<file path="src/sv/vector_norm_unit_assert.svh">
`ifndef VECTOR_NORM_UNIT_ASSERT_SVH
`define VECTOR_NORM_UNIT_ASSERT_SVH

// same-cycle implication, checked outside reset
`define VNU_ASSERT_NOW(label, ante, cons, msg) \
    label: assert property (@(posedge i_clk) disable iff (!i_rst_n) (ante) |-> (cons)) \
        else $error(msg);

// next-cycle implication, checked outside reset
`define VNU_ASSERT_NXT(label, ante, cons, msg) \
    label: assert property (@(posedge i_clk) disable iff (!i_rst_n) (ante) |=> (cons)) \
        else $error(msg);

`endif

</file>
<file path="src/sv/vnu_pkg.sv">
package vnu_pkg;

    localparam int DATA_W           = 32;
    localparam int ACC_W            = 64;
    localparam int NORM_W           = 48;
    localparam int MODE_W           = 2;
    localparam int ELEMENT_BITS_DEF = 32;
    localparam int QUEUE_DEPTH_DEF  = 2;
    localparam int ROOT_W           = ACC_W / 2;
    localparam int ROOT_STEPS       = ACC_W / 2;

    localparam logic [MODE_W-1:0] MODE_L2   = 2'd0;
    localparam logic [MODE_W-1:0] MODE_L1   = 2'd1;
    localparam logic [MODE_W-1:0] MODE_LINF = 2'd2;

    localparam logic [ACC_W-1:0] NORM_MAX48 = (64'd1 << NORM_W) - 64'd1;
    localparam logic [ACC_W-1:0] ACC_ONES   = '1;

    typedef struct packed {
        logic [ACC_W-1:0] acc;
        logic             ovf;
        logic             is_l2;
    } t_job;

endpackage

</file>
<file path="src/sv/vector_norm_unit.sv">
// channel   dir  handshake                      payload
// s_axis    in   s_axis_tvalid/s_axis_tready    tdata[31:0] element, tlast last
// m_axis    out  m_axis_tvalid/m_axis_tready    tdata[47:0] norm_value, tuser saturated
// cfg       in   i_cfg_we                       i_cfg_wdata norm_mode
//
// elements are taken one per cycle unless the input stalls; a vector's result
// leaves the accumulator when its last element reaches the s2 register (after s1),
// and enters a job queue; two-norm results pass through the shared square root
// sequencer (one root bit per cycle), one- and max-norm results bypass its root steps
// synchronous active-low reset clears mode, accumulator, queue and output valid
// input stalls only when a finished vector meets a full job queue
module vector_norm_unit #(
    parameter int ELEMENT_BITS = vnu_pkg::ELEMENT_BITS_DEF,
    parameter int QUEUE_DEPTH  = vnu_pkg::QUEUE_DEPTH_DEF
) (
    input  logic                       i_clk,
    input  logic                       i_rst_n,
    input  logic                       i_cfg_we,
    input  logic [vnu_pkg::MODE_W-1:0] i_cfg_wdata,
    input  logic                       s_axis_tvalid,
    output logic                       s_axis_tready,
    input  logic [vnu_pkg::DATA_W-1:0] s_axis_tdata,   // [31:0] element
    input  logic                       s_axis_tlast,
    output logic                       m_axis_tvalid,
    input  logic                       m_axis_tready,
    output logic [vnu_pkg::NORM_W-1:0] m_axis_tdata,   // [47:0] norm_value
    output logic                       m_axis_tuser    // [0] saturated
);
    import vnu_pkg::*;

    logic w_push;
    logic w_full;
    logic w_pop;
    logic w_empty;
    t_job w_in_job;
    t_job w_out_job;

    vnu_front #(
        .ELEMENT_BITS(ELEMENT_BITS)
    ) u_front (
        .i_clk        (i_clk),
        .i_rst_n      (i_rst_n),
        .i_cfg_we     (i_cfg_we),
        .i_cfg_wdata  (i_cfg_wdata),
        .s_axis_tvalid(s_axis_tvalid),
        .s_axis_tready(s_axis_tready),
        .s_axis_tdata (s_axis_tdata),
        .s_axis_tlast (s_axis_tlast),
        .o_push       (w_push),
        .o_job        (w_in_job),
        .i_full       (w_full)
    );

    vnu_queue #(
        .QUEUE_DEPTH(QUEUE_DEPTH)
    ) u_queue (
        .i_clk  (i_clk),
        .i_rst_n(i_rst_n),
        .i_push (w_push),
        .i_job  (w_in_job),
        .o_full (w_full),
        .i_pop  (w_pop),
        .o_job  (w_out_job),
        .o_empty(w_empty)
    );

    vnu_back u_back (
        .i_clk        (i_clk),
        .i_rst_n      (i_rst_n),
        .i_job        (w_out_job),
        .i_empty      (w_empty),
        .o_pop        (w_pop),
        .m_axis_tvalid(m_axis_tvalid),
        .m_axis_tready(m_axis_tready),
        .m_axis_tdata (m_axis_tdata),
        .m_axis_tuser (m_axis_tuser)
    );

endmodule

</file>
<file path="src/sv/vnu_front.sv">
module vnu_front #(
    parameter int ELEMENT_BITS = vnu_pkg::ELEMENT_BITS_DEF
) (
    input  logic                       i_clk,
    input  logic                       i_rst_n,
    input  logic                       i_cfg_we,
    input  logic [vnu_pkg::MODE_W-1:0] i_cfg_wdata,
    input  logic                       s_axis_tvalid,
    output logic                       s_axis_tready,
    input  logic [vnu_pkg::DATA_W-1:0] s_axis_tdata,
    input  logic                       s_axis_tlast,
    output logic                       o_push,
    output vnu_pkg::t_job              o_job,
    input  logic                       i_full
);
    import vnu_pkg::*;

    localparam int EB = ELEMENT_BITS;

    logic [MODE_W-1:0] r_mode;

    logic              r_s1_v;
    logic [EB-1:0]     r_s1_mag;
    logic              r_s1_last;
    logic [MODE_W-1:0] r_s1_mode;

    logic              r_s2_v;
    logic [ACC_W-1:0]  r_s2_val;
    logic              r_s2_last;
    logic [MODE_W-1:0] r_s2_mode;

    logic [ACC_W-1:0]  r_acc;
    logic              r_ovf;
    logic [ACC_W-1:0]  n_acc;
    logic              n_ovf;

    logic [EB-1:0]     w_raw;
    logic [EB-1:0]     w_mag;
    logic [2*EB-1:0]   w_sq;
    logic [ACC_W:0]    w_sum;
    logic              w_adv;

    assign w_raw = s_axis_tdata[EB-1:0];
    assign w_mag = w_raw[EB-1] ? (~w_raw + EB'(1)) : w_raw;
    assign w_sq  = r_s1_mag * r_s1_mag;
    assign w_sum = {1'b0, r_acc} + {1'b0, r_s2_val};

    // only a finished vector facing a full queue holds the pipe
    assign w_adv         = !(r_s2_v && r_s2_last && i_full);
    assign s_axis_tready = w_adv;
    assign o_push        = r_s2_v && r_s2_last && w_adv;

    always_comb begin
        n_acc = r_acc;
        n_ovf = r_ovf;
        unique case (r_s2_mode)
            MODE_L2: begin
                if (w_sum[ACC_W]) begin
                    n_acc = ACC_ONES;
                    n_ovf = 1'b1;
                end else begin
                    n_acc = w_sum[ACC_W-1:0];
                end
            end
            MODE_L1: begin
                if (w_sum > {1'b0, NORM_MAX48}) begin
                    n_acc = NORM_MAX48;
                    n_ovf = 1'b1;
                end else begin
                    n_acc = w_sum[ACC_W-1:0];
                end
            end
            default: begin
                if (r_s2_val > r_acc) begin
                    n_acc = r_s2_val;
                end
            end
        endcase
    end

    always_comb begin
        o_job.acc   = n_acc;
        o_job.ovf   = n_ovf;
        o_job.is_l2 = (r_s2_mode == MODE_L2);
    end

    always_ff @(posedge i_clk) begin
        if (!i_rst_n) begin
            r_mode <= MODE_L2;
            r_s1_v <= 1'b0;
            r_s2_v <= 1'b0;
            r_acc  <= '0;
            r_ovf  <= 1'b0;
        end else begin
            if (i_cfg_we) begin
                r_mode <= i_cfg_wdata;
            end
            if (w_adv) begin
                r_s1_v <= s_axis_tvalid;
                r_s2_v <= r_s1_v;
                if (r_s2_v) begin
                    if (r_s2_last) begin
                        r_acc <= '0;
                        r_ovf <= 1'b0;
                    end else begin
                        r_acc <= n_acc;
                        r_ovf <= n_ovf;
                    end
                end
            end
        end
    end

    always_ff @(posedge i_clk) begin
        if (w_adv) begin
            r_s1_mag  <= w_mag;
            r_s1_last <= s_axis_tlast;
            r_s1_mode <= r_mode;
            r_s2_val  <= (r_s1_mode == MODE_L2) ? ACC_W'(w_sq) : ACC_W'(r_s1_mag);
            r_s2_last <= r_s1_last;
            r_s2_mode <= r_s1_mode;
        end
    end

endmodule

</file>
<file path="src/sv/vnu_queue.sv">
`include "vector_norm_unit_assert.svh"

module vnu_queue #(
    parameter int QUEUE_DEPTH = vnu_pkg::QUEUE_DEPTH_DEF
) (
    input  logic          i_clk,
    input  logic          i_rst_n,
    input  logic          i_push,
    input  vnu_pkg::t_job i_job,
    output logic          o_full,
    input  logic          i_pop,
    output vnu_pkg::t_job o_job,
    output logic          o_empty
);
    import vnu_pkg::*;

    localparam int AW = $clog2(QUEUE_DEPTH);
    localparam int CW = $clog2(QUEUE_DEPTH + 1);

    t_job          r_mem [QUEUE_DEPTH];
    logic [AW-1:0] r_wr;
    logic [AW-1:0] r_rd;
    logic [CW-1:0] r_cnt;

    assign o_full  = (r_cnt == CW'(QUEUE_DEPTH));
    assign o_empty = (r_cnt == '0);
    assign o_job   = r_mem[r_rd];

    always_ff @(posedge i_clk) begin
        if (i_push) begin
            r_mem[r_wr] <= i_job;
        end
    end

    always_ff @(posedge i_clk) begin
        if (!i_rst_n) begin
            r_wr  <= '0;
            r_rd  <= '0;
            r_cnt <= '0;
        end else begin
            if (i_push) begin
                r_wr <= (r_wr == AW'(QUEUE_DEPTH - 1)) ? '0 : r_wr + AW'(1);
            end
            if (i_pop) begin
                r_rd <= (r_rd == AW'(QUEUE_DEPTH - 1)) ? '0 : r_rd + AW'(1);
            end
            if (i_push && !i_pop) begin
                r_cnt <= r_cnt + CW'(1);
            end else if (i_pop && !i_push) begin
                r_cnt <= r_cnt - CW'(1);
            end
        end
    end

    `VNU_ASSERT_NOW(a_q_no_overrun, i_push, !o_full, "push into full queue")
    `VNU_ASSERT_NOW(a_q_no_underrun, i_pop, !o_empty, "pop from empty queue")
    `VNU_ASSERT_NXT(a_q_push_lands, i_push && !i_pop, !o_empty, "pushed job not visible")

endmodule

</file>
<file path="src/sv/vnu_back.sv">
`include "vector_norm_unit_assert.svh"

module vnu_back (
    input  logic                       i_clk,
    input  logic                       i_rst_n,
    input  vnu_pkg::t_job              i_job,
    input  logic                       i_empty,
    output logic                       o_pop,
    output logic                       m_axis_tvalid,
    input  logic                       m_axis_tready,
    output logic [vnu_pkg::NORM_W-1:0] m_axis_tdata,
    output logic                       m_axis_tuser
);
    import vnu_pkg::*;

    localparam int SW = $clog2(ROOT_STEPS);

    typedef enum logic [1:0] {
        S_IDLE,
        S_ROOT,
        S_FIN
    } t_state;

    t_state              r_state;
    logic [ACC_W-1:0]    r_rad;
    logic [ROOT_W+1:0]   r_rem;
    logic [ROOT_W-1:0]   r_root;
    logic [SW-1:0]       r_cnt;
    logic [NORM_W-1:0]   r_res;
    logic                r_ovf;
    logic                r_out_v;
    logic [NORM_W-1:0]   r_out_data;
    logic                r_out_sat;

    logic [ROOT_W+1:0]   w_remx;
    logic [ROOT_W+1:0]   w_trial;
    logic                w_take;
    logic [ROOT_W+1:0]   n_rem;
    logic [ROOT_W-1:0]   n_root;
    logic                w_out_free;

    // one result bit per cycle, restoring square root
    assign w_remx  = {r_rem[ROOT_W-1:0], r_rad[ACC_W-1 -: 2]};
    assign w_trial = {r_root, 2'b01};
    assign w_take  = (w_remx >= w_trial);
    assign n_rem   = w_take ? (w_remx - w_trial) : w_remx;
    assign n_root  = {r_root[ROOT_W-2:0], w_take};

    assign w_out_free    = !r_out_v || m_axis_tready;
    assign o_pop         = (r_state == S_IDLE) && !i_empty;
    assign m_axis_tvalid = r_out_v;
    assign m_axis_tdata  = r_out_data;
    assign m_axis_tuser  = r_out_sat;

    always_ff @(posedge i_clk) begin
        if (!i_rst_n) begin
            r_state <= S_IDLE;
            r_out_v <= 1'b0;
        end else begin
            if (m_axis_tready && r_state != S_FIN) begin
                r_out_v <= 1'b0;
            end
            unique case (r_state)
                S_IDLE: begin
                    if (!i_empty) begin
                        r_ovf <= i_job.ovf;
                        if (i_job.is_l2) begin
                            r_rad   <= i_job.acc;
                            r_rem   <= '0;
                            r_root  <= '0;
                            r_cnt   <= '0;
                            r_state <= S_ROOT;
                        end else begin
                            r_res   <= (i_job.acc > NORM_MAX48) ? NORM_MAX48[NORM_W-1:0]
                                                                : i_job.acc[NORM_W-1:0];
                            r_state <= S_FIN;
                        end
                    end
                end
                S_ROOT: begin
                    r_rad  <= {r_rad[ACC_W-3:0], 2'b00};
                    r_rem  <= n_rem;
                    r_root <= n_root;
                    r_cnt  <= r_cnt + SW'(1);
                    if (r_cnt == SW'(ROOT_STEPS - 1)) begin
                        r_res   <= NORM_W'(n_root);
                        r_state <= S_FIN;
                    end
                end
                S_FIN: begin
                    if (w_out_free) begin
                        r_out_v    <= 1'b1;
                        r_out_data <= r_res;
                        r_out_sat  <= r_ovf;
                        r_state    <= S_IDLE;
                    end
                end
                default: begin
                    r_state <= S_IDLE;
                end
            endcase
        end
    end

    `VNU_ASSERT_NOW(a_b_pop_idle, o_pop, r_state == S_IDLE, "queue popped while busy")
    `VNU_ASSERT_NOW(a_b_rise_fin, $rose(r_out_v), $past(r_state) == S_FIN,
                    "result shown without finish step")
    `VNU_ASSERT_NXT(a_b_root_span, r_state == S_ROOT && r_cnt != SW'(ROOT_STEPS - 1),
                    r_state == S_ROOT, "square root left early")

endmodule
</file>
<file path="config.mk">
export PLATFORM = sky130hd
export DESIGN_NAME = vector_norm_unit
export DESIGN_NICKNAME = d
export VERILOG_FILES = /design/src/sv/vnu_pkg.sv /design/src/sv/vector_norm_unit.sv /design/src/sv/vnu_front.sv /design/src/sv/vnu_queue.sv /design/src/sv/vnu_back.sv
export VERILOG_INCLUDE_DIRS = /design/src /design/src/sv
export SDC_FILE = /design/constraint.sdc
export NUM_CORES = 2
export LEC_CHECK = 0
export ABC_AREA = 1
export BUFFER_PORTS_ARGS = -buffer_cell sky130_fd_sc_hd__clkbuf_2
export CAP_MARGIN = 15
export CORE_MARGIN = 3
export CORE_UTILIZATION = 65
export DETAILED_ROUTE_END_ITERATION = 10
export HOLD_SLACK_MARGIN = 0.06
export PLACE_DENSITY_LB_ADDON = 0.12
export SETUP_SLACK_MARGIN = 0.3
export SYNTH_ARGS = -nofsm -noshare
export SYNTH_HDL_FRONTEND = slang
export SYNTH_SLANG_ARGS = --single-unit
</file>
<file path="constraint.sdc">
create_clock -name i_clk -period 18.6 [get_ports i_clk]
set_clock_uncertainty 0.15 [all_clocks]
set_input_delay 2.79 -clock i_clk [delete_from_list [all_inputs] [get_ports i_clk]]
set_output_delay 2.79 -clock i_clk [all_outputs]
set_load 0.005 [all_outputs]
</file>
==> metrics.md <==
| Metric | Value |
|---|---|
| Outcome | complete, no violations |
| Starting Density | 65.8% |
| Met3 GRT Util | 6.59% |
| Clk_lat worst skew | about 0.68 ns |
| Final wirelength | 168000 microns |
| Area delta synth->final | 5.38% |
| CP required | 18.85 ns |
| Fin. Hold Viols | 0 |
| Vias in the first global route | 50728 |
| DR iter-0 viols | 4047 |
| Most frequent cells in the layout | inv_1 (1854), nand2_1 (1649), fa_1 (801) |
| Most common library cell in the layout ignoring fill and taps | inv_1 |
| Cell mode on critical path | fa_1 |
| Worst hold path class | register to register |
| Aggregate global routing overflow | 0 |
| Buf/Inv on CP | 6 |
| R2R depth | 26 |
| Inst Count DP | 8847 |
| Number of antenna diodes | 0 |
| Hold_ws | 0.258 ns |
| Fin crit share | 49.9% |
| Initial antenna violation count | 0 |
| Critical Path Fanout Max | 19 |
| Root buffer cell | clkbuf_16 |
| Critical path launch point type | register |
| Syn. warnings | 0 |
| Post-cts resize count | 0 |
| Worst path slowest cell | edfxtp_1 |
| TritonCTS Sinks | 542 |
| Vias per std cell | 5.51 |
| CP Data Arrival Time | between 9 and 10 ns |
| Min Tclk post-route | 9.28 ns |
| Cts hold-fix bufs | 0 |
| Grt met1 use | 45.3% |
| # DRC | 0 |
| Share of cells above drive strength 1 | ~4.8% |
| Main synth FF type | edfxtp_1 |
| Layout Cells excl Fill | 8954 |
| NumNets Final | ~8900 |
| Total Routing Usage GR | 34.2% |
| Final instance area | between 0.06 and 0.07 sq mm |
| Antenna viol nets, final | 0 |
| H-tree depth | 2 |
| DR WL/cell | 18.8 microns |
| IO Count | 91 |
| Cts bufs inserted | 57 |
| Clock Path Buffers | 3 |
| Chip width | 317 microns |
| CTS tree | done |
| Ys async rst share | 0% |
| Final setup vio count | 0 |
| Critical path depth | 26 |
| Hold-critical path endpoint | u_back.m_axis_tdata[32] |
| Hold Path Depth | 0 |
| Hpwl dp | 130000 microns |
| First-pass GRT wire length | 267000 microns |
| Net count after synthesis | 8996 |
| Post-synth EDFFs | between 400 and 500 |
| Synth Area per Inst | 8.17 sq um |
| Slew headroom | 28.5% |
| WS Path Type | register to register |
| Top Family by Delay on Critical Path | adder cells |
| Largest net degree at the start of global routing | just under 100 |
| Cell Rows | 113 |
| Full die area | 0.100 sq mm |
| Pre-antenna DRT Iters | 8 |
| Min-delay src | u_back.r_res[32] |
| Gate Count Post-Synth | 7693 |
| Met2 usage in global routing | between 50% and 60% |
| Die height | around 320 microns |
| Fmax | 108 MHz |
| Worst setup EP type | register |
| Clock-pin slew on the worst setup and hold paths | 0.06 ns |
| Maxcap violations | 0 |
| Area after DPL | 0.0643 sq mm |
| IO buf count | 90 |
| Total number of vias | between 40000 and 50000 |
| Slowest stage delay, CP | 0.98 ns |
| Routability cong. | between 1 and 1.5 |
| Setup repair after global routing missed its margin | false |
| Yosys reg bits | 542 |
| Post-CTS Setup Inserts | 0 |
| Worst reg2reg startpoint | u_front.r_s1_mag[7] |
| Yosys cell types | 53 |
| Post-synthesis cell area | 0.0628 sq mm |
| R2R setup slack | 9.32 ns |
| Area of the core | 0.0954 sq mm |
| Fin Setup TNS | 0 ns |
| Global route hottest layer | met2 |
| Sequential area share after synthesis | 24.7% |
| Critical R2R Capture | u_front.r_s2_val[47] |
| Final slew viol count | 0 |
| Slew at the pin with the worst max-slew slack | about 1.1 ns |
## worst max-delay path by stage
stage,from,end
after global routing,u_front.r_s1_mag[7],u_front.r_s2_val[47]
after floorplan,i_rst_n,u_back.r_cnt[0]
after CTS,u_front.r_s1_mag[7],u_front.r_s2_val[47]
final,u_front.r_s1_mag[7],u_front.r_s2_val[47]
after global placement,u_front.r_s1_mag[7],u_front.r_s2_val[47]
after detailed placement,u_front.r_s1_mag[7],u_front.r_s2_val[47]
## worst register-to-register path, delay by kind of cell, from the launching register on
family	cells	cell delay, ns
flops	1	0.98
compound gates	7	1.97
buf+inv	6	0.78
simple gates	4	0.68
fa+ha+maj	9	4.47
## stage by stage
step           util [%]  setup WS (ns)
2_1_floorplan         -           9.19
3_3_place_gp       67.4           9.55
6_report           69.4           9.32
5_1_grt            69.4           9.20
3_5_place_dp       67.4           9.52
4_1_cts            69.4           9.50
## area by class of cell
cell class                 instances  area, sq um
sequential                       542        15500
tap                             1265         1580
multi-input combinational       5013        39200
fill                            7799        29200
clock buffer                      70         1520
timing repair buffer             150          913
inverter                        1878         7050
clock inverter                    36          407
## flip-flops by register name (all words and copies together), names as in the netlist, 2 cells and up, named ones only
name,cells
u_front.r_s2_val,64
u_front.r_s1_mode,2
u_queue.r_mem,132
u_back.r_state,2
u_front.r_s2_mode,2
u_front.r_s1_mag,32
u_back.r_root,32
u_back.r_cnt,5
u_back.m_axis_tdata,48
u_front.r_acc,64
u_front.r_mode,2
u_queue.r_cnt,2
u_back.r_rad,64
u_back.r_res,48
u_back.r_rem,32
## routing by layer
layer  wire length [microns]  up-vias
met4                    6430        0
li1                        -    23297
met5                       0        -
met2                   79200     1931
met1                   68300    23706
met3                   14200      398
## cell families (layout without fill, tap and decap cells)
family                   after synthesis  count (layout)  synth area share, %
multiplexers                           1               1               0.0179
flip-flops                           542             542                 24.7
AO/OA/AOI/OAI                        830             830                 7.16
AND/OR/NAND/NOR                     2750            2750                 18.1
XOR/XNOR                             169             169                 2.36
buffers and inverters               2138            2134                 13.0
adder cells (fa/ha/maj)             1263            1263                 34.7
## cell usage after synthesis (all sizes together), types with 59 or more instances
library cell,number,area [sq um]
a21oi,406,2040
buf,61,367
clkbuf,199,749
dfxtp,77,1540
edfxtp,465,14000
fa,801,16000
ha,462,5780
inv,1873,7030
nand2,1661,6260
nand3,249,1370
nor2,683,2700
o21ai,272,1360
xnor2,59,517
xor2,110,963
Power is left out: the tool's default activity adds up to more than one toggle a clock period on the data nets, which glitch-free logic cannot reach.
